===== src/hdl/mfd_pkg.sv =====
// Package for the market feed message decoder: kinds, byte codes and the
// per-kind payload layout functions. No dependencies.
`timescale 1ns / 1ps
package mfd_pkg;

  localparam logic [3:0] KIND_A    = 4'd0;
  localparam logic [3:0] KIND_F    = 4'd1;
  localparam logic [3:0] KIND_E    = 4'd2;
  localparam logic [3:0] KIND_C    = 4'd3;
  localparam logic [3:0] KIND_X    = 4'd4;
  localparam logic [3:0] KIND_D    = 4'd5;
  localparam logic [3:0] KIND_U    = 4'd6;
  localparam logic [3:0] KIND_T    = 4'd7;
  localparam logic [3:0] KIND_SKIP = 4'd8;

  localparam logic [7:0] CHAR_A = 8'h41;
  localparam logic [7:0] CHAR_F = 8'h46;
  localparam logic [7:0] CHAR_E = 8'h45;
  localparam logic [7:0] CHAR_C = 8'h43;
  localparam logic [7:0] CHAR_X = 8'h58;
  localparam logic [7:0] CHAR_D = 8'h44;
  localparam logic [7:0] CHAR_U = 8'h55;
  localparam logic [7:0] CHAR_T = 8'h54;

  localparam logic [2:0] SLOT_TIME   = 3'd0;
  localparam logic [2:0] SLOT_ORDER  = 3'd1;
  localparam logic [2:0] SLOT_VOLUME = 3'd2;
  localparam logic [2:0] SLOT_SYMBOL = 3'd3;
  localparam logic [2:0] SLOT_PRICE  = 3'd4;
  localparam logic [2:0] SLOT_SECOND = 3'd5;

  typedef enum logic [1:0] {
    POS_LEAD,
    POS_LENGTH,
    POS_TYPE,
    POS_PAYLOAD
  } pos_t;

  // One classified byte handed from the front part to the back part.
  typedef struct packed {
    logic       start;  // type byte: clear the assembly fields
    logic       write;  // payload byte of a known kind
    logic [2:0] slot;
    logic       sym;    // byte belongs to the symbol field
    logic       last;   // final payload byte
    logic [3:0] kind;
    logic [7:0] data;
  } beat_t;

  function automatic logic [3:0] decode_type(input logic [7:0] b);
    logic [3:0] k;
    unique case (b)
      CHAR_A:  k = KIND_A;
      CHAR_F:  k = KIND_F;
      CHAR_E:  k = KIND_E;
      CHAR_C:  k = KIND_C;
      CHAR_X:  k = KIND_X;
      CHAR_D:  k = KIND_D;
      CHAR_U:  k = KIND_U;
      CHAR_T:  k = KIND_T;
      default: k = KIND_SKIP;
    endcase
    return k;
  endfunction

  // Total payload length of each known kind.
  function automatic logic [5:0] payload_len(input logic [3:0] kind);
    logic [5:0] n;
    unique case (kind)
      KIND_A:  n = 6'd29;
      KIND_F:  n = 6'd33;
      KIND_E:  n = 6'd24;
      KIND_C:  n = 6'd29;
      KIND_X:  n = 6'd16;
      KIND_D:  n = 6'd12;
      KIND_U:  n = 6'd28;
      default: n = 6'd4;
    endcase
    return n;
  endfunction

  // Slot that a payload offset lands in; offsets past the end read slot 0.
  function automatic logic [2:0] locate(input logic [3:0] kind, input logic [7:0] off);
    logic [2:0] s;
    s = SLOT_TIME;
    if (off >= 8'd4 && off < 8'd12) s = SLOT_ORDER;
    unique case (kind)
      KIND_A, KIND_F: begin
        if (off >= 8'd13 && off < 8'd17) s = SLOT_VOLUME;
        else if (off >= 8'd17 && off < 8'd25) s = SLOT_SYMBOL;
        else if (off >= 8'd25 && off < 8'd29) s = SLOT_PRICE;
        else if (kind == KIND_F && off >= 8'd29 && off < 8'd33) s = SLOT_SECOND;
      end
      KIND_E, KIND_C: begin
        if (off >= 8'd12 && off < 8'd16) s = SLOT_VOLUME;
        else if (off >= 8'd16 && off < 8'd24) s = SLOT_SECOND;
        else if (kind == KIND_C && off >= 8'd25 && off < 8'd29) s = SLOT_PRICE;
      end
      KIND_X: begin
        if (off >= 8'd12 && off < 8'd16) s = SLOT_VOLUME;
      end
      KIND_U: begin
        if (off >= 8'd12 && off < 8'd20) s = SLOT_SECOND;
        else if (off >= 8'd20 && off < 8'd24) s = SLOT_VOLUME;
        else if (off >= 8'd24 && off < 8'd28) s = SLOT_PRICE;
      end
      default: begin
        if (kind == KIND_T || kind == KIND_D) s = (kind == KIND_T) ? SLOT_TIME : s;
      end
    endcase
    if (kind == KIND_T) s = SLOT_TIME;
    return s;
  endfunction

  function automatic logic is_ws(input logic [7:0] b);
    return (b == 8'h20) || (b >= 8'h09 && b <= 8'h0D);
  endfunction

endpackage


===== src/hdl/market_feed_message_decoder.sv =====
// Top level of the market feed message decoder: front classifier, beat queue
// and back assembler. Depends on mfd_pkg, mfd_front, mfd_queue and mfd_back.
`timescale 1ns / 1ps
// The decoder takes one stream byte per cycle (push/full) and delivers one
// decoded record (empty/pop) on the last payload byte of each A, F, E, C, X,
// D or U message; T messages update the stored seconds and unknown types are
// skipped by their length byte. The combinational front classifier writes
// each type byte and known payload byte as a beat into a four-beat queue at
// the edge that accepts it; the back assembler takes one beat per cycle from
// that queue while the two-record output buffer has room, writing each
// record there as it takes the last beat; throughput is one byte per cycle
// while pop keeps up. Queue and buffer absorb stalls; full rises once both fill.
module market_feed_message_decoder (
  input  logic        clk,
  input  logic        rst,
  input  logic        push,
  output logic        full,
  input  logic [7:0]  stream_byte,
  output logic        empty,
  input  logic        pop,
  output logic [2:0]  msg_kind,
  output logic [31:0] time_seconds,
  output logic [31:0] time_fraction,
  output logic [63:0] order_reference,
  output logic [7:0]  side_flag,
  output logic [31:0] share_count,
  output logic [63:0] symbol_bytes,
  output logic [31:0] price_raw,
  output logic [31:0] participant_id,
  output logic [63:0] second_reference,
  output logic [7:0]  printable_flag
);

  logic           fb_valid, q_full, q_valid, q_pop;
  mfd_pkg::beat_t fb_beat, q_beat;

  mfd_front u_front (
    .clk, .rst, .push, .stream_byte, .full,
    .beat_valid(fb_valid), .beat(fb_beat), .beat_full(q_full)
  );

  mfd_queue u_queue (
    .clk, .rst, .wr(fb_valid), .wr_beat(fb_beat), .full(q_full),
    .rd_valid(q_valid), .rd_beat(q_beat), .rd(q_pop)
  );

  mfd_back u_back (
    .clk, .rst, .beat_valid(q_valid), .beat(q_beat), .beat_pop(q_pop),
    .empty, .pop, .msg_kind, .time_seconds, .time_fraction, .order_reference,
    .side_flag, .share_count, .symbol_bytes, .price_raw, .participant_id,
    .second_reference, .printable_flag
  );

endmodule


===== src/hdl/mfd_front.sv =====
// Front part: tracks message framing, skips unknown types and classifies
// each payload byte into a slot. Depends on mfd_pkg.
`timescale 1ns / 1ps
module mfd_front (
  input  logic            clk,
  input  logic            rst,
  input  logic            push,
  input  logic [7:0]      stream_byte,
  output logic            full,
  output logic            beat_valid,
  output mfd_pkg::beat_t  beat,
  input  logic            beat_full
);

  mfd_pkg::pos_t pos, pos_next;
  logic [3:0]    kind, kind_next;
  logic [7:0]    skip, skip_next;
  logic [7:0]    off, off_next;
  logic          take;
  logic [3:0]    new_kind;

  assign full = beat_full;
  assign take = push && !beat_full;
  assign new_kind = mfd_pkg::decode_type(stream_byte);

  always_comb begin
    pos_next  = pos;
    kind_next = kind;
    skip_next = skip;
    off_next  = off;
    beat_valid = 1'b0;
    beat = '0;
    beat.data = stream_byte;
    beat.kind = kind;
    if (take) begin
      unique case (pos)
        mfd_pkg::POS_LEAD: pos_next = mfd_pkg::POS_LENGTH;
        mfd_pkg::POS_LENGTH: begin
          skip_next = stream_byte - 8'd1;
          pos_next  = mfd_pkg::POS_TYPE;
        end
        mfd_pkg::POS_TYPE: begin
          kind_next = new_kind;
          off_next  = 8'd0;
          beat_valid = 1'b1;
          beat.start = 1'b1;
          if (new_kind == mfd_pkg::KIND_SKIP && skip == 8'd0) pos_next = mfd_pkg::POS_LEAD;
          else pos_next = mfd_pkg::POS_PAYLOAD;
        end
        mfd_pkg::POS_PAYLOAD: begin
          if (kind >= mfd_pkg::KIND_SKIP) begin
            skip_next = skip - 8'd1;
            if (skip == 8'd1) pos_next = mfd_pkg::POS_LEAD;
          end else begin
            beat_valid = 1'b1;
            beat.write = 1'b1;
            beat.slot  = mfd_pkg::locate(kind, off);
            beat.sym   = (beat.slot == mfd_pkg::SLOT_SYMBOL);
            beat.last  = (off + 8'd1 >= {2'b00, mfd_pkg::payload_len(kind)});
            off_next   = off + 8'd1;
            if (beat.last) pos_next = mfd_pkg::POS_LEAD;
          end
        end
        default: pos_next = mfd_pkg::POS_LEAD;
      endcase
    end
  end

  always_ff @(posedge clk) begin
    if (rst) begin
      pos  <= mfd_pkg::POS_LEAD;
      kind <= 4'd0;
      skip <= 8'd0;
      off  <= 8'd0;
    end else begin
      pos  <= pos_next;
      kind <= kind_next;
      skip <= skip_next;
      off  <= off_next;
    end
  end

endmodule


===== src/hdl/mfd_queue.sv =====
// Short queue of classified beats between the front and back parts.
// Depends on mfd_pkg.
`timescale 1ns / 1ps
module mfd_queue (
  input  logic           clk,
  input  logic           rst,
  input  logic           wr,
  input  mfd_pkg::beat_t wr_beat,
  output logic           full,
  output logic           rd_valid,
  output mfd_pkg::beat_t rd_beat,
  input  logic           rd
);

  mfd_pkg::beat_t mem [4];
  logic [1:0] wp, rp;
  logic [2:0] count;

  assign full     = (count == 3'd4);
  assign rd_valid = (count != 3'd0);
  assign rd_beat  = mem[rp];

  always_ff @(posedge clk) begin
    if (wr && !full) mem[wp] <= wr_beat;
  end

  always_ff @(posedge clk) begin
    if (rst) begin
      wp <= 2'd0;
      rp <= 2'd0;
      count <= 3'd0;
    end else begin
      if (wr && !full) wp <= wp + 2'd1;
      if (rd && rd_valid) rp <= rp + 2'd1;
      count <= count + {2'b00, wr && !full} - {2'b00, rd && rd_valid};
    end
  end

endmodule


===== src/hdl/mfd_back.sv =====
// Back part: assembles fields from classified beats and holds finished
// records in a two-entry output buffer. Depends on mfd_pkg.
`timescale 1ns / 1ps
module mfd_back (
  input  logic           clk,
  input  logic           rst,
  input  logic           beat_valid,
  input  mfd_pkg::beat_t beat,
  output logic           beat_pop,
  output logic           empty,
  input  logic           pop,
  output logic [2:0]     msg_kind,
  output logic [31:0]    time_seconds,
  output logic [31:0]    time_fraction,
  output logic [63:0]    order_reference,
  output logic [7:0]     side_flag,
  output logic [31:0]    share_count,
  output logic [63:0]    symbol_bytes,
  output logic [31:0]    price_raw,
  output logic [31:0]    participant_id,
  output logic [63:0]    second_reference,
  output logic [7:0]     printable_flag
);

  localparam int RecW = 3 + 32*5 + 64*3 + 16;

  logic [63:0] f [6];
  logic        sym_ended;
  logic [31:0] seconds;
  logic [RecW-1:0] obuf [2];
  logic        wp, rp;
  logic [1:0]  count;
  logic        obuf_full, do_beat, emit;
  logic [7:0]  b;
  logic [63:0] fv [6];
  logic [RecW-1:0] rec;
  logic [3:0]  k;
  logic        flagged;

  assign obuf_full = (count == 2'd2);
  assign do_beat   = beat_valid && !obuf_full;
  assign beat_pop  = do_beat;
  assign k         = beat.kind;
  assign emit      = do_beat && beat.write && beat.last && k != mfd_pkg::KIND_T;

  always_comb begin
    b = beat.data;
    if (beat.sym && (sym_ended || mfd_pkg::is_ws(beat.data))) b = 8'h00;
    for (int i = 0; i < 6; i++) begin
      fv[i] = f[i];
      if (beat.slot == 3'(i)) fv[i] = {f[i][55:0], b};
    end
    flagged = (k == mfd_pkg::KIND_A || k == mfd_pkg::KIND_F || k == mfd_pkg::KIND_C);
    rec = {k[2:0], seconds,
           flagged ? fv[0][39:8] : fv[0][31:0],
           fv[1],
           (k <= mfd_pkg::KIND_F) ? fv[0][7:0] : 8'h00,
           fv[2][31:0], fv[3], fv[4][31:0],
           (k == mfd_pkg::KIND_F) ? fv[5][31:0] : 32'd0,
           (k == mfd_pkg::KIND_E || k == mfd_pkg::KIND_C || k == mfd_pkg::KIND_U) ?
             fv[5] : 64'd0,
           (k == mfd_pkg::KIND_C) ? fv[0][7:0] : 8'h00};
  end

  always_ff @(posedge clk) begin
    if (do_beat && beat.start) begin
      for (int i = 0; i < 6; i++) f[i] <= 64'd0;
    end else if (do_beat && beat.write) begin
      for (int i = 0; i < 6; i++) f[i] <= fv[i];
    end
    if (emit) obuf[wp] <= rec;
  end

  always_ff @(posedge clk) begin
    if (rst) begin
      sym_ended <= 1'b0;
      seconds <= 32'd0;
      wp <= 1'b0;
      rp <= 1'b0;
      count <= 2'd0;
    end else begin
      if (do_beat && beat.start) sym_ended <= 1'b0;
      else if (do_beat && beat.sym && mfd_pkg::is_ws(beat.data)) sym_ended <= 1'b1;
      if (do_beat && beat.write && beat.last && k == mfd_pkg::KIND_T) seconds <= fv[0][31:0];
      if (emit) wp <= ~wp;
      if (pop && !empty) rp <= ~rp;
      count <= count + {1'b0, emit} - {1'b0, pop && !empty};
    end
  end

  assign empty = (count == 2'd0);
  assign {msg_kind, time_seconds, time_fraction, order_reference, side_flag, share_count,
          symbol_bytes, price_raw, participant_id, second_reference,
          printable_flag} = obuf[rp];

endmodule

===== config.mk =====
export PLATFORM = sky130hd
export DESIGN_NAME = market_feed_message_decoder
export DESIGN_NICKNAME = d
export VERILOG_FILES = /design/src/hdl/mfd_pkg.sv /design/src/hdl/market_feed_message_decoder.sv /design/src/hdl/mfd_front.sv /design/src/hdl/mfd_queue.sv /design/src/hdl/mfd_back.sv
export SDC_FILE = /design/constraint.sdc
export NUM_CORES = 1
export LEC_CHECK = 0
export BUFFER_PORTS_ARGS = -buffer_cell sky130_fd_sc_hd__buf_4
export CAP_MARGIN = 40
export CELL_PAD_IN_SITES_DETAIL_PLACEMENT = 1
export CELL_PAD_IN_SITES_GLOBAL_PLACEMENT = 1
export CORE_MARGIN = 8
export CORE_UTILIZATION = 54
export DETAILED_ROUTE_END_ITERATION = 8
export GPL_TIMING_DRIVEN = 0
export PLACE_DENSITY = 0.87
export SLEW_MARGIN = 20
export SYNTH_ARGS = -nofsm -noshare
export SYNTH_HDL_FRONTEND = slang
export SYNTH_SLANG_ARGS = --single-unit

===== constraint.sdc =====
create_clock -name clk -period 77 [get_ports clk]
set_clock_uncertainty 0.05 [all_clocks]
set_input_delay 11.55 -clock clk [delete_from_list [all_inputs] [get_ports clk]]
set_output_delay 11.55 -clock clk [all_outputs]
set_load 0.02 [all_outputs]

Yosys cells after proc, flatten, opt, wreduce, memory -nomap -nowiden
Memory sizes are Yosys's and may differ from the RTL's. A register that Yosys moved wholly into a read port is not among the register bits.
Index checks and enable logic that the tools add are counted.
{"block": "totals", "register_bits": 66, "latchBits": 0, "ram_bits": 1202, "mem_bits_ro": 0, "in_bits": 12, "output_inout_bits": 373, "elab_cells": 217, "n_memories": 3}
{"block": "classes", "n_addsub": 9, "n_mul": 0, "div_mod_pow": 0, "n_lt_le_gt_ge": 23, "eq_ne": 39, "n_shift": 0, "mux": 69, "n_bitwise": 8, "reduce_logical": 54}
{"name": "u_back.obuf", "depth": 2, "word_bits": 371, "read_ports": 1, "rd_ports_with_merged_regs": 1, "wr": 1, "line_no": "mfd_back.sv:30", "text": "logic [RecW-1:0] obuf [2];"}
{"name": "u_back.f", "depth": 6, "word_bits": 64, "read_ports": 6, "rd_ports_with_merged_regs": 0, "wr": 6, "line_no": "mfd_back.sv:27", "text": "logic [63:0] f [6];"}
{"name": "u_queue.mem", "depth": 4, "word_bits": 19, "read_ports": 1, "rd_ports_with_merged_regs": 1, "wr": 1, "line_no": "mfd_queue.sv:15", "text": "mfd_pkg::beat_t mem [4];"}
{"operator": "2-to-1 mux 64 bit", "n": 13}
{"operator": "equality test 8 x 7 -> 1 bit, second input constant", "n": 8}
{"operator": "2-to-1 mux 32 bit", "n": 2}
{"operator": "less-than comparator 8 x 5 -> 1 bit, second input constant", "n": 7}
{"operator": ">= comparator 8 x 5 -> 1 bit, second input constant", "n": 6}
{"operator": "2-to-1 mux 3 bit", "n": 14}
{"operator": "2-to-1 mux 8 bit", "n": 5}
{"operator": "case mux 6 bit (6 select lines)", "n": 1}
{"operator": "case mux 4 bit (8 select lines)", "n": 1}
{"operator": "case mux 8 bit (2 select lines)", "n": 2}
{"operator": "2-to-1 mux 6 bit", "n": 5}
{"operator": "logical AND 1 bit", "n": 28}
{"operator": "equality test 4 x 3 -> 1 bit, second input constant", "n": 6}
{"operator": ">= comparator 8 x 4 -> 1 bit, second input constant", "n": 3}
{"operator": "equality test 4 x 2 -> 1 bit, second input constant", "n": 4}
{"operator": "subtractor 8 x 1 -> 8 bit, second input constant", "n": 2}
{"operator": "2-to-1 mux 1 bit", "n": 15}
{"operator": "2-to-1 mux 2 bit", "n": 7}
{"operator": "case mux 3 bit (4 select lines)", "n": 1}
{"operator": "equality test 3 x 2 -> 1 bit, second input constant", "n": 3}
{"operator": "equality test 3 bit, second input constant", "n": 3}
{"operator": "AND reduction 3 bit", "n": 3}
{"operator": "adder 8 x 1 -> 8 bit, second input constant", "n": 1}
{"operator": "equality test 4 x 1 -> 1 bit, second input constant", "n": 2}
{"operator": "other kinds (38)", "n": 60}

Logic depth before layout (Yosys ltp)
Gate-level depths: netlist (run 1).
{"block": "depth", "word_depth": 16, "mapped_depth": 11, "ltp_nobuf": 10}

Cells and area by module
A second synthesis (run 1) with hierarchy kept.
{"block": "unflattened", "cells_unflattened": 3055, "hier_area_um2": 48997.0}
{"mod": "mfd_back", "instances": 1, "cells_per_inst": 2602, "area_each_um2": 43524.2}
{"mod": "mfd_queue", "instances": 1, "cells_per_inst": 148, "area_each_um2": 3253.1}
{"mod": "mfd_front", "instances": 1, "cells_per_inst": 305, "area_each_um2": 2219.6}

Least setup slack after synthesis (run 1)
OpenSTA, ideal clock, no wires.
{"block": "synth_path", "path_kind": "register to register", "from": "reg with a tool-made name", "to": "mem u_back.obuf[0][0] in the netlist's numbering (enable)", "t_arrival_ns": 26.234, "slack_ns": 49.159, "path_stages_with_launch": 6, "path_buffers": 2, "synth_period_minus_slack_ns": 27.841, "path_cell_list": "dfxtp_1 buf_4 buf_6 mux4_2 nand3_1 nor3_1"}
{"item": "to (decl)", "line_no": "mfd_back.sv:30"}

==> results.md, run 1 <==
| Metric | This run | Unit |
| --- | --- | --- |
| Outcome | completed | - |
| Area of the mapped netlist | 48300 | um^2 |
| Overflow after GRT | 0 | - |
| Worst hold path type | register to register | - |
| Number of H-tree branching levels | 3 | - |
| Syn Area/Cell | 14.8 | um^2 |
| Required arrival time at the worst endpoint | 65.40 | ns |
| Fraction of layout instances using a drive strength above 1 | 0.286 | - |
| Number of post-CTS setup repair buffers | 0 | - |
| Via density | 6.03 | - |
| Yosys synthesis warning count | 0 | - |
| Number of unique standard cell types used by synthesis | 62 | - |
| Number of clock buffers inserted by TritonCTS | 117 | - |
| Clk slew on worst S/H paths | 0.06 | ns |
| Antenna violations before repair | 3 | - |
| Area contributors post-synth | sky130_fd_sc_hd__edfxtp_1, sky130_fd_sc_hd__mux2_2, sky130_fd_sc_hd__nand2_1 | - |
| Post-synth top area cell | sky130_fd_sc_hd__edfxtp_1 | - |
| Port Buf Inserts | 383 | - |
| Number of pins exceeding their max-slew limit in the final report | 0 | - |
| Die Footprint | 99200 | um^2 |
| Summed area of non-filler cells in the final layout | 57500 | um^2 |
| Endpoint of the most critical register-to-register path | u_back.obuf[0][266] | - |
| Hold buffer count at CTS | 0 | - |
| Fraction of synthesized cell area taken by the top area cell type | 0.693 | - |
| Clock tree from TritonCTS | yes | - |
| Cell depth of the worst hold path | 0 | - |
| Drt wl/cell | 29.6 | um |
| Number of detailed-route iterations in the first pass | 6 | - |
| Critical path peak fanout | 10 | - |
| Slew @ Worst Pin | 0.958 | ns |
| Post-route antenna net violation count | 0 | - |
| Synthesized netlist net count | 3289 | - |
| Buffer cell driving the clock tree root | sky130_fd_sc_hd__clkbuf_16 | - |
| Detailed Route Iter0 Violations | 3053 | - |
| Post-route core utilization | 0.650 | - |
| Height of the die | 315 | um |
| First-pass GRT wire length | 219000 | um |
| End point of the most critical hold path | u_back.obuf[1][337] | - |
| Clock insertion delay at the later pin of the skew report | 0.71 | ns |
| Placed wire-length estimate | 102000 | um |
| Final period util | 0.194 | - |
| Via count | 30800 | - |
| Pwr/cell area | 48.5 | nW/um^2 |
| Area overhead of the layout relative to synthesis | 19.2 | % |
| Nets | 3871 | - |
| Cell leakage power | 21.0 | nW |
| Peak supply drop | 0.0335 | mV |
| Post_cts resized | 0 | - |
| Initial Util | 0.545 | - |
| Tot GR Track Use | 0.296 | - |
| Leading cell types in the layout, fill and taps excluded | sky130_fd_sc_hd__edfxtp_1, sky130_fd_sc_hd__mux2_2, sky130_fd_sc_hd__nand2_1 | - |
| Reg-to-reg slack, setup | 72.58 | ns |
| Worst Reg-to-Reg Cells | 15 | - |
| Share of flip-flops with an asynchronous set or reset | 0 | - |
| Wire length after detailed routing | 151000 | um |
| Setup CP Type | register to output pin | - |
| Boundary Pins | 385 | - |
| Placed Area | 53600 | um^2 |
| Worst hold path startpoint | u_back.seconds[1] | - |
| Number of buffers on the longest clock path | 3 | - |
| Portion of the post-synthesis area used by sequential elements | 0.722 | - |
| Startpoint class of the critical path | register | - |
| Total negative slack for setup checks | 0 | ns |
| Fin crit period | 14.96 | ns |
| Number of global-route vias before repair | 33300 | - |
| Setup repair after global routing missed its margin | no | - |
| Standard-cell rows | 109 | - |
| Type of destination of the critical path | output pin | - |
| Placeable core area | 88500 | um^2 |
| Top_reg_cell synth | sky130_fd_sc_hd__edfxtp_1 | - |
| Number of cells produced by synthesis | 3253 | - |
| Width of the die | 315 | um |
| Final GP Congestion | 0.857 | - |
| Worst Setup Slack, final | 62.04 | ns |
| Number of failing hold endpoints at the final stage | 0 | - |
| Sinks on the clock net | 1183 | - |
| Headroom to the max-slew limit | 0.360 | - |
| Commonest non-fill, non-tap cell in the layout | sky130_fd_sc_hd__edfxtp_1 | - |
| Final-report setup violation count | 0 | - |
| Arrival time at the worst endpoint | 3.36 | ns |
| Post-synthesis sequential element count | 1183 | - |
| Largest net degree at the start of global routing | 53 | - |
| Count of flip-flops with a built-in enable after synthesis | 1114 | - |
| Number of DRC violations after detailed routing | 0 | - |
| Maximum operating frequency | 0.0668 | GHz |
| Worst setup slack before clock tree synthesis | 62.80 | ns |
| MaxCap Viol Count | 0 | - |
-- kinds of logic after synthesis --
logic type,Yosys count,share of synthesized area
flip-flops,1183,0.722
AND/OR/NAND/NOR,953,0.0830
multiplexers,539,0.128
AO/OA/AOI/OAI,321,0.0394
buffers and inverters,210,0.0170
adder cells (fa/ha/maj),24,0.00638
XOR/XNOR,23,0.00417
-- per-layer routing --
metal	wire [um]	global-route usage	share of wire	vias to the layer above
met5	0	0	0	-
met2	77900	0.528	0.52	1449
met3	11600	0.0620	0.077	334
met4	5950	0.112	0.039	0
met1	55600	0.351	0.37	15800
li1	-	-	-	13200
-- synth_stat cells (all sizes together), types with 5 or more instances --
| master | count |
|---|---|
| edfxtp | 1114 |
| mux2 | 430 |
| nand2 | 425 |
| nor2 | 356 |
| a21oi | 174 |
| clkbuf | 140 |
| mux2i | 90 |
| nor2b | 87 |
| dfxtp | 69 |
| a211oi | 43 |
| buf | 41 |
| o21ai | 39 |
| o22ai | 31 |
| inv | 29 |
| ha | 23 |
| mux4 | 19 |
| nand3 | 19 |
| xnor2 | 16 |
| nor3 | 14 |
| and2 | 11 |
| nand2b | 10 |
| xor2 | 7 |
| a31oi | 5 |
| nor4 | 5 |
| or3 | 5 |
-- critical path: stages, from the launching register on --
cell and delay (ns):
sky130_fd_sc_hd__dfxtp_1 0.34, sky130_fd_sc_hd__clkbuf_1 0.32, sky130_fd_sc_hd__buf_6 0.22, sky130_fd_sc_hd__clkbuf_2 0.48, sky130_fd_sc_hd__clkbuf_1 0.41, sky130_fd_sc_hd__buf_6 0.24, sky130_fd_sc_hd__mux2_2 0.42, sky130_fd_sc_hd__buf_4 0.18
-- layout make-up --
class	count	area, um^2
Sequential cell	1183	34800
Clock inverter	77	766
Buffer	181	713
Multi-Input combinational cell	1860	12600
Fill cell	8149	31000
Timing Repair Buffer	463	3870
Tap cell	1165	1460
Inverter	29	109
Antenna cell	2	5.00
Clock buffer	145	3160
-- registers in the layout, summed over array words and instances, names as in the netlist, named ones only --
name / cells
u_queue.rp: 2
u_front.pos: 2
u_back.count: 2
u_front.kind: 4
u_front.off: 8
u_queue.wp: 2
u_back.obuf: 742
u_back.sym_ended: 1
u_queue.mem: 76
u_queue.count: 3
u_back.f: 296
u_back.seconds: 32
u_back.wp: 1
u_front.skip: 8
u_back.rp: 1
-- through the flow --
stage	cells	power, mW	hold slack, ns
floorplan	3253	1.81	0.376
global placement	4801	2.30	0.380
detailed placement	4877	2.17	0.387
CTS	5099	2.79	0.408
global route	5103	2.87	0.420
finish	5105	2.79	0.408
-- power by group --
group / internal [mW] / switching (mW) / total [mW] / leakage, nW
clock network: 0.335 / 0.255 / 0.590 / 1.92
logic: 0.366 / 0.697 / 1.06 / 7.98
registers: 1.03 / 0.104 / 1.14 / 11.1
-- how the worst max path moves through the flow --
| stage | from | end | slack, ns | cells after the start |
|---|---|---|---|---|
| after floorplan | register | u_back.obuf[0][0] | 49.16 | 5 |
| after global placement | u_queue.count[1] | u_back.obuf[0][278] | 33.64 | 4 |
| after detailed placement | register | side_flag[2] | 62.80 | 7 |
| after CTS | register | side_flag[2] | 62.02 | 7 |
| after global routing | register | side_flag[2] | 61.99 | 7 |
| final | register | side_flag[2] | 62.04 | 7 |
(Power assumes the default switching activity.)
==> inputs of run 2 (changes only) <==
Settings changed: CORE_UTILIZATION 54 to 50, PLACE_DENSITY 0.87 to 0.81.
Clock period 77 ns to 14.6 ns, I/O delays scaled along.
==> run 2 against run 1 <==
Effect of this change: global-route usage is 4.5 points lower; critical path type unchanged; power grew to 5.2 times the previous value; sequential cell count unchanged; largest power group unchanged.
==> results.md, run 2 (synthesis gave the netlist of run 1 again) <==
| Metric | This run | Unit | vs previous |
| --- | --- | --- | --- |
| Width of the die | 327 | um | +3.7% |
| Height of the die | 327 | um | +3.7% |
| Number of DRC violations after detailed routing | 0 | - | unchanged |
| Antenna violations before repair | 3 | - | unchanged |
| Fin crit period | 5.77 | ns |  |
| Headroom to the max-slew limit | 0.401 | - | +0.0405 |
| Met2 Wirelength | 71500 | um | -8.2% |
| Fraction of layout instances using a drive strength above 1 | 0.283 | - | -0.00291 |
| Leading cell types in the layout, fill and taps excluded | sky130_fd_sc_hd__edfxtp_1, sky130_fd_sc_hd__mux2_2, sky130_fd_sc_hd__nand2_1 | - |  |
| Clock insertion delay at the later pin of the skew report | 0.72 | ns | about the same |
| Peak supply drop | 0.149 | mV | +350% |
| Drt wl/cell | 26.6 | um | -10% |
| Area overhead of the layout relative to synthesis | 19.8 | % |  |
| Total negative slack for setup checks | 0 | ns | unchanged |
| Post-route antenna net violation count | 0 | - | unchanged |
| Antenna Cells | 0 | - | -2 |
| Largest register by flop count | u_back.obuf | - |  |
| Pwr/cell area | 252 | nW/um^2 | +420% |
| Number of post-CTS setup repair buffers | 0 | - | unchanged |
| Relative contribution of combinational cells to total power | 0.380 | - | about the same |
| Clock network fraction of design power | 0.211 | - | about the same |
| Initial Util | 0.502 | - | -0.0432 |
| Arrival time at the worst endpoint | 3.53 | ns | +0.17 ns |
| Worst hold path type | register to register | - |  |
| Largest net degree at the start of global routing | 54 | - | +1.9% |
| Portion of total power attributed to sequential cells | 0.409 | - | about the same |
| Internal Power | 9.17 | mW | +430% |
| Worst-path cell with the longest stage delay | sky130_fd_sc_hd__clkbuf_1 | - |  |
| Hold buffer count at CTS | 0 | - | unchanged |
| Buffer cell driving the clock tree root | sky130_fd_sc_hd__clkbuf_16 | - |  |
| Worst Setup Slack, final | 8.83 | ns | -53.21 ns |
| Number of failing hold endpoints at the final stage | 0 | - | unchanged |
| First-pass GRT wire length | 205000 | um | -6.7% |
| Max incr delay on CP | 0.65 | ns | +0.17 ns |
| Nets | 3859 | - | -0.31% |
| Power consumption | 14.5 | mW | +420% |
| Type of destination of the critical path | output pin | - |  |
| Startpoint class of the critical path | register | - |  |
| Overflow after GRT | 0 | - | unchanged |
| Tot GR Track Use | 0.251 | - | -0.0445 |
| Cell repeated most along the worst path | sky130_fd_sc_hd__clkbuf_1 | - |  |
| Boundary Pins | 385 | - | unchanged |
| Sinks on the clock net | 1183 | - | unchanged |
| Number of global-route vias before repair | 32000 | - | -3.8% |
| Worst setup slack before clock tree synthesis | 9.48 | ns | -53.32 ns |
| Post-route core utilization | 0.601 | - | -0.0488 |
| Cell leakage power | 21.0 | nW | about the same |
| Post_cts resized | 0 | - | unchanged |
| Met3 routed WL | 9240 | um | -21% |
| Number of detailed-route iterations in the first pass | 8 | - | +2 |
| Via count | 29600 | - | -3.7% |
| Layout filler cell count | 9049 | - | +11% |
| Sequence of cells on the critical path | clkbuf_1, clkbuf_2, clkbuf_1, mux2_2, buf_4 | - |  |
| Detailed Route Iter0 Violations | 2729 | - | -11% |
| Number of H-tree branching levels | 3 | - | unchanged |
| Placeable core area | 96100 | um^2 | +8.6% |
| Slew @ Worst Pin | 0.897 | ns | -0.0606 ns |
| Setup CP Type | register to output pin | - |  |
| Outcome | completed | - |  |
| Number of buffers on the longest clock path | 3 | - | unchanged |
| Uppermost metal layer occupied by signal nets | met4 | - |  |
| Die Footprint | 107000 | um^2 | +7.6% |
| Switching power | 5.37 | mW | +410% |
| Biggest registers after layout | u_back.obuf x742, u_back.f x296, u_queue.mem x76 | - |  |
| Commonest non-fill, non-tap cell in the layout | sky130_fd_sc_hd__edfxtp_1 | - |  |
| Port Buf Inserts | 383 | - | unchanged |
| Final GP Congestion | 0.835 | - | -2.6% |
| Final-report setup violation count | 0 | - | unchanged |
| Switching part of the total power | 0.369 | - | -0.00929 |
| Clk slew on worst S/H paths | 0.06 | ns | about the same |
| Final period util | 0.395 | - |  |
| Required arrival time at the worst endpoint | 12.36 | ns | -53.04 ns |
| Standard-cell rows | 114 | - | +4.6% |
| Wire length after detailed routing | 139000 | um | -8.3% |
| Maximum operating frequency | 0.173 | GHz |  |
| Placed wire-length estimate | 98900 | um | -3.1% |
| Setup repair after global routing missed its margin | no | - |  |
| Via density | 5.70 | - | -5.5% |
| Number of pins exceeding their max-slew limit in the final report | 0 | - | unchanged |
| Flip-flop count of the largest register after layout | 742 | - | unchanged |
| MaxCap Viol Count | 0 | - | unchanged |
| M1 WL | 53800 | um | -3.3% |
| Critical path peak fanout | 10 | - | unchanged |
| Clock tree from TritonCTS | yes | - |  |
| Worst slack on hold paths | 0.414 | ns | +0.00617 ns |
| Number of clock buffers inserted by TritonCTS | 118 | - | +0.85% |
==> run 2: cell count changes in the layout (fill, tap and decap cells not counted), moves of 2 or more <==
cell	before	now
sky130_fd_sc_hd__buf_4	424	387
sky130_fd_sc_hd__buf_8	6	28
sky130_fd_sc_hd__clkbuf_1	155	164
sky130_fd_sc_hd__clkbuf_16	119	124
sky130_fd_sc_hd__clkinv_1	26	21
sky130_fd_sc_hd__bufinv_16	13	9
sky130_fd_sc_hd__clkinv_2	26	23
sky130_fd_sc_hd__buf_16	12	14
sky130_fd_sc_hd__clkbuf_8	8	6
sky130_fd_sc_hd__diode_2	2	0
sky130_fd_sc_hd__inv_6	2	4
==> run 2: through the flow <==
stage / area [um^2] / cells
after detailed placement: 53800 / 4974
after floorplan: 48300 / 3253
after global routing: 57800 / 5205
after CTS: 57700 / 5200
after global placement: 52700 / 4912
final: 57800 / 5205
==> run 2: cell type report <==
class	instances	area, um^2	share of cell area
Buffer	181	713	0.0123
Inverter	29	109	0.00188
Tap cell	1276	1600	0.0276
Clock inverter	69	646	0.0112
Clock buffer	157	3290	0.0569
Sequential cell	1183	34800	0.603
Timing Repair Buffer	450	3980	0.0689
Multi-Input combinational cell	1860	12600	0.219
==> run 2: critical path, delay by kind of cell, from the launching register on <==
family	cells	cell delay, ns
buffers and inverters	4	1.97
muxes	1	0.47
DFF	1	0.34
==> run 2: metal layers <==
metal,up-vias,GRT usage
met5,-,0
met4,0,0.0793
met3,201,0.0533
met2,967,0.445
met1,15300,0.306
li1,13100,-
==> run 2: path summary, 6_finish.rpt <==
path / cells past startpoint / to / slack [ns] / startpoint
worst max-delay path: 5 / time_fraction[7] / 8.83 / register
worst min-delay path: 0 / u_back.obuf[1][345] / 0.41 / u_back.seconds[9]
worst max register to register: 9 / u_back.f[0][350] / 10.41 / register
worst min register to register: 0 / u_back.obuf[1][345] / 0.41 / u_back.seconds[9]
==> run 2: power groups by stage <==
stage,Clock [mW],Combinational (mW),Sequential [mW]
2_1_floorplan,0,2.99,6.17
3_3_place_gp,0,4.92,6.51
3_5_place_dp,0,5.51,5.99
4_1_cts,3.11,5.57,5.94
5_1_grt,3.22,5.83,6.03
6_report,3.07,5.53,5.94
==> inputs of run 3 (changes only) <==
Settings changed: ABC_AREA set to 1, CORE_UTILIZATION 50 to 49.
Clock period 14.6 ns to 5.43 ns, I/O delays scaled along.
==> run 3 against run 2 <==
Effect of this change: synthesized cell count increased by 20%; setup slack got worse by 7.7 ns; sequential share of layout area down 2.1 points; power rose to 2.7 times the previous value; highest routed layer is now met5; hold slack lost 0.12 ns; first-iteration DRC count decreased by 5.8%; wire length is 7.9% higher; final cell count up 14%; die area up 5.3%.
==> results.md, run 3 <==
| Metric | This run | Unit | vs previous |
| --- | --- | --- | --- |
| Initial Util | 0.492 | - | -0.00974 |
| Clock insertion delay at the later pin of the skew report | 0.72 | ns | about the same |
| End point of the most critical hold path | u_queue.mem[3][7] | - |  |
| Number of detailed-route iterations in the first pass | 6 | - | -2 |
| Antenna Cells | 0 | - | unchanged |
| Number of failing hold endpoints at the final stage | 0 | - | unchanged |
| Biggest registers after layout | u_back.obuf x742, u_back.f x296, u_queue.mem x76 | - |  |
| MaxCap Viol Count | 0 | - | unchanged |
| Headroom to the max-slew limit | 0.422 | - | +0.0211 |
| Tot GR Track Use | 0.257 | - | +0.00624 |
| Largest net degree at the start of global routing | 27 | - | -50% |
| Portion of the post-synthesis area used by sequential elements | 0.698 | - | -0.0243 |
| Final period util | 0.798 | - |  |
| Pwr/cell area | 666 | nW/um^2 | +160% |
| Cell with the most instances after synthesis | sky130_fd_sc_hd__edfxtp_1 | - |  |
| Buffer cell driving the clock tree root | sky130_fd_sc_hd__clkbuf_16 | - |  |
| Peak supply drop | 0.366 | mV | +140% |
| Placed wire-length estimate | 106000 | um | +7.1% |
| Post-route core utilization | 0.590 | - | -0.0109 |
| Power consumption | 39.9 | mW | +170% |
| Required arrival time at the worst endpoint | 4.57 | ns | -7.79 ns |
| Maximum operating frequency | 0.231 | GHz |  |
| Area of the multi-input gates | 12300 | um^2 | -2.3% |
| Worst hold path startpoint | stream_byte[7] | - |  |
| Number of H-tree branching levels | 3 | - | unchanged |
| Kind of cell adding the most delay to the critical path | buffers and inverters | - |  |
| Number of cells produced by synthesis | 3888 | - | +20% |
| Post_cts resized | 0 | - | unchanged |
| Number of DRC violations after detailed routing | 0 | - | unchanged |
| Worst Reg-to-Reg Cells | 10 | - | +1 |
| Yosys synthesis warning count | 0 | - | unchanged |
| Syn Area/Cell | 12.8 | um^2 | -13% |
| Total negative slack for setup checks | 0 | ns | unchanged |
| Worst reg2reg path startpoint | u_queue.count[1] | - |  |
| Die Footprint | 112000 | um^2 | +5.3% |
| Via density | 5.57 | - | -2.2% |
| Boundary Pins | 385 | - | unchanged |
| First-pass GRT wire length | 222000 | um | +8.3% |
| Arrival time at the worst endpoint | 3.47 | ns | -0.06 ns |
| Leading cell types in the layout, fill and taps excluded | sky130_fd_sc_hd__edfxtp_1, sky130_fd_sc_hd__nand2_1, sky130_fd_sc_hd__inv_1 | - |  |
| Sinks on the clock net | 1183 | - | unchanged |
| Top_reg_cell synth | sky130_fd_sc_hd__edfxtp_1 | - |  |
| Synthesized netlist net count | 3924 | - | +19% |
| Post-synth top cells | sky130_fd_sc_hd__edfxtp_1, sky130_fd_sc_hd__nand2_1, sky130_fd_sc_hd__inv_1 | - |  |
| Critical path peak fanout | 10 | - | unchanged |
| Worst setup slack before clock tree synthesis | 1.37 | ns | -8.11 ns |
| Flip-flop count of the largest register after layout | 742 | - | unchanged |
| Width of the die | 335 | um | +2.6% |
| Setup repair after global routing missed its margin | no | - |  |
| Number of unique standard cell types used by synthesis | 49 | - | -21% |
| Area contributors post-synth | sky130_fd_sc_hd__edfxtp_1, sky130_fd_sc_hd__mux2_2, sky130_fd_sc_hd__nand2_1 | - |  |
| Sequence of cells on the critical path | clkbuf_2, clkbuf_2, clkbuf_1, mux2_2, buf_4 | - |  |
| Post-synthesis sequential element count | 1183 | - | unchanged |
| Commonest non-fill, non-tap cell in the layout | sky130_fd_sc_hd__edfxtp_1 | - |  |
| Area overhead of the layout relative to synthesis | 19.9 | % |  |
| Number of global-route vias before repair | 35500 | - | +11% |
| Outcome | completed | - |  |
| Overflow after GRT | 0 | - | unchanged |
| Setup CP Type | register to output pin | - |  |
| Slew @ Worst Pin | 0.859 | ns | -0.0385 ns |
| Post-synth top area cell | sky130_fd_sc_hd__edfxtp_1 | - |  |
| Layout filler cell count | 10100 | - | +11% |
| Register Area | 34800 | um^2 | about the same |
| Final GP Congestion | 0.907 | - | +8.6% |
| Detailed Route Iter0 Violations | 2571 | - | -5.8% |
| Final-report setup violation count | 0 | - | unchanged |
| Number of post-CTS setup repair buffers | 0 | - | unchanged |
| Fraction of layout instances using a drive strength above 1 | 0.249 | - | -0.0341 |
| Area of the mapped netlist | 49900 | um^2 | +3.5% |
| Cell repeated most along the worst path | sky130_fd_sc_hd__clkbuf_2 | - |  |
| Cell depth of the worst hold path | 1 | - | +1 |
| Nets | 4491 | - | +16% |
| Wire length after detailed routing | 149000 | um | +7.9% |
| Max incr delay on CP | 0.63 | ns | -0.02 ns |
| Share of flip-flops with an asynchronous set or reset | 0 | - | unchanged |
| Number of pins exceeding their max-slew limit in the final report | 0 | - | unchanged |
| Reg-to-reg slack, setup | 1.78 | ns | -8.63 ns |
| Endpoint of the most critical register-to-register path | u_queue.mem[3][2] | - |  |
| Worst Setup Slack, final | 1.10 | ns | -7.73 ns |
| Startpoint class of the critical path | register | - |  |
| Number of instances in the placed design | 5699 | - | +15% |
| Type of destination of the critical path | output pin | - |  |
| Clock tree from TritonCTS | yes | - |  |
| Port Buf Inserts | 384 | - | +0.26% |
| Sum of buffers and inverters on the critical path | 4 | - | unchanged |
| Count of flip-flops with a built-in enable after synthesis | 1114 | - | unchanged |
| Worst-path cell with the longest stage delay | sky130_fd_sc_hd__clkbuf_1 | - |  |
| Largest register by flop count | u_back.obuf | - |  |
| Fin crit period | 4.33 | ns |  |
| Standard-cell rows | 117 | - | +2.6% |
| Post-route antenna net violation count | 0 | - | unchanged |
| Hold buffer count at CTS | 0 | - | unchanged |
| Worst hold path type | primary input to register | - |  |
| Drt wl/cell | 25.2 | um | -5.3% |
| Placeable core area | 101000 | um^2 | +5.5% |
| Clk slew on worst S/H paths | 0.07 | ns | about the same |
| Via count | 33000 | - | +11% |
| Height of the die | 335 | um | +2.6% |
| Number of buffers on the longest clock path | 3 | - | unchanged |
| Fraction of synthesized cell area taken by the top area cell type | 0.670 | - | -0.0233 |
| Antenna violations before repair | 2 | - | -1 |
| Cell leakage power | 23.0 | nW | +9.4% |
| Cell Count, Final, Fillers Out | 5929 | - | +14% |
| Number of clock buffers inserted by TritonCTS | 120 | - | +1.7% |
==> run 3: changes by cell type in the layout (fill, tap and decap cells not counted), moves of 47 or more <==
cell	before	now
sky130_fd_sc_hd__a211oi_1	43	167
sky130_fd_sc_hd__a21oi_1	171	312
sky130_fd_sc_hd__buf_2	15	65
sky130_fd_sc_hd__clkbuf_1	164	117
sky130_fd_sc_hd__inv_1	29	494
sky130_fd_sc_hd__mux2_2	430	371
sky130_fd_sc_hd__mux2i_1	89	10
sky130_fd_sc_hd__nand2_1	425	511
sky130_fd_sc_hd__nand3_1	19	86
sky130_fd_sc_hd__nor2_1	356	262
sky130_fd_sc_hd__nor2b_1	87	0
sky130_fd_sc_hd__o21ai_0	29	135
==> run 3: per-layer routing <==
layer | GRT usage | wire length (um) | up-vias
li1 | - | - | 14900
met4 | 0.0862 | 4950 | 2
met1 | 0.313 | 59100 | 16900
met5 | 0 | 12 | -
met2 | 0.456 | 76200 | 1011
met3 | 0.0524 | 9160 | 243
==> run 3: power breakdown <==
part	leakage (nW)	internal [mW]	switching, mW	total (mW)
clock network	1.93	4.82	3.58	8.40
logic	9.99	5.26	11.4	16.6
registers	11.1	14.1	0.763	14.8
==> run 3: worst max path at each step <==
stage / cells past startpoint / to / start
2_1_floorplan: 8 / u_back.obuf[1][0] / register
3_3_place_gp: 6 / u_back.obuf[1][167] / u_queue.count[1]
3_5_place_dp: 9 / u_queue.mem[3][14] / push
4_1_cts: 5 / order_reference[15] / register
5_1_grt: 5 / order_reference[15] / register
6_report: 5 / order_reference[15] / register
==> run 3: cell type report <==
class | instances | area share
plain buffers | 196 | 0.0155
clock buffers | 147 | 0.0524
clock inverters | 81 | 0.0139
inverters | 508 | 0.0319
multi-input cells | 2001 | 0.206
flip-flops and latches | 1183 | 0.582
well taps | 1368 | 0.0286
repair buffers | 445 | 0.0699
==> run 3: cells by family (layout without fill, tap and decap cells) <==
group / after synthesis / in the layout / share of synthesized area
flops: 1183 / 1183 / 0.698
xor+xnor: 8 / 8 / 0.00140
simple gates: 914 / 914 / 0.0743
buf+inv: 704 / 1377 / 0.0564
fa+ha+maj: 24 / 24 / 0.00616
compound gates: 674 / 674 / 0.0785
mux: 381 / 381 / 0.0857
==> run 3: stage by stage <==
stage / area [um^2] / hold slack [ns]
global placement: 54600 / 0.376
detailed placement: 55900 / 0.390
floorplan: 50000 / 0.370
CTS: 59900 / 0.264
finish: 59900 / 0.298
global route: 59900 / 0.287
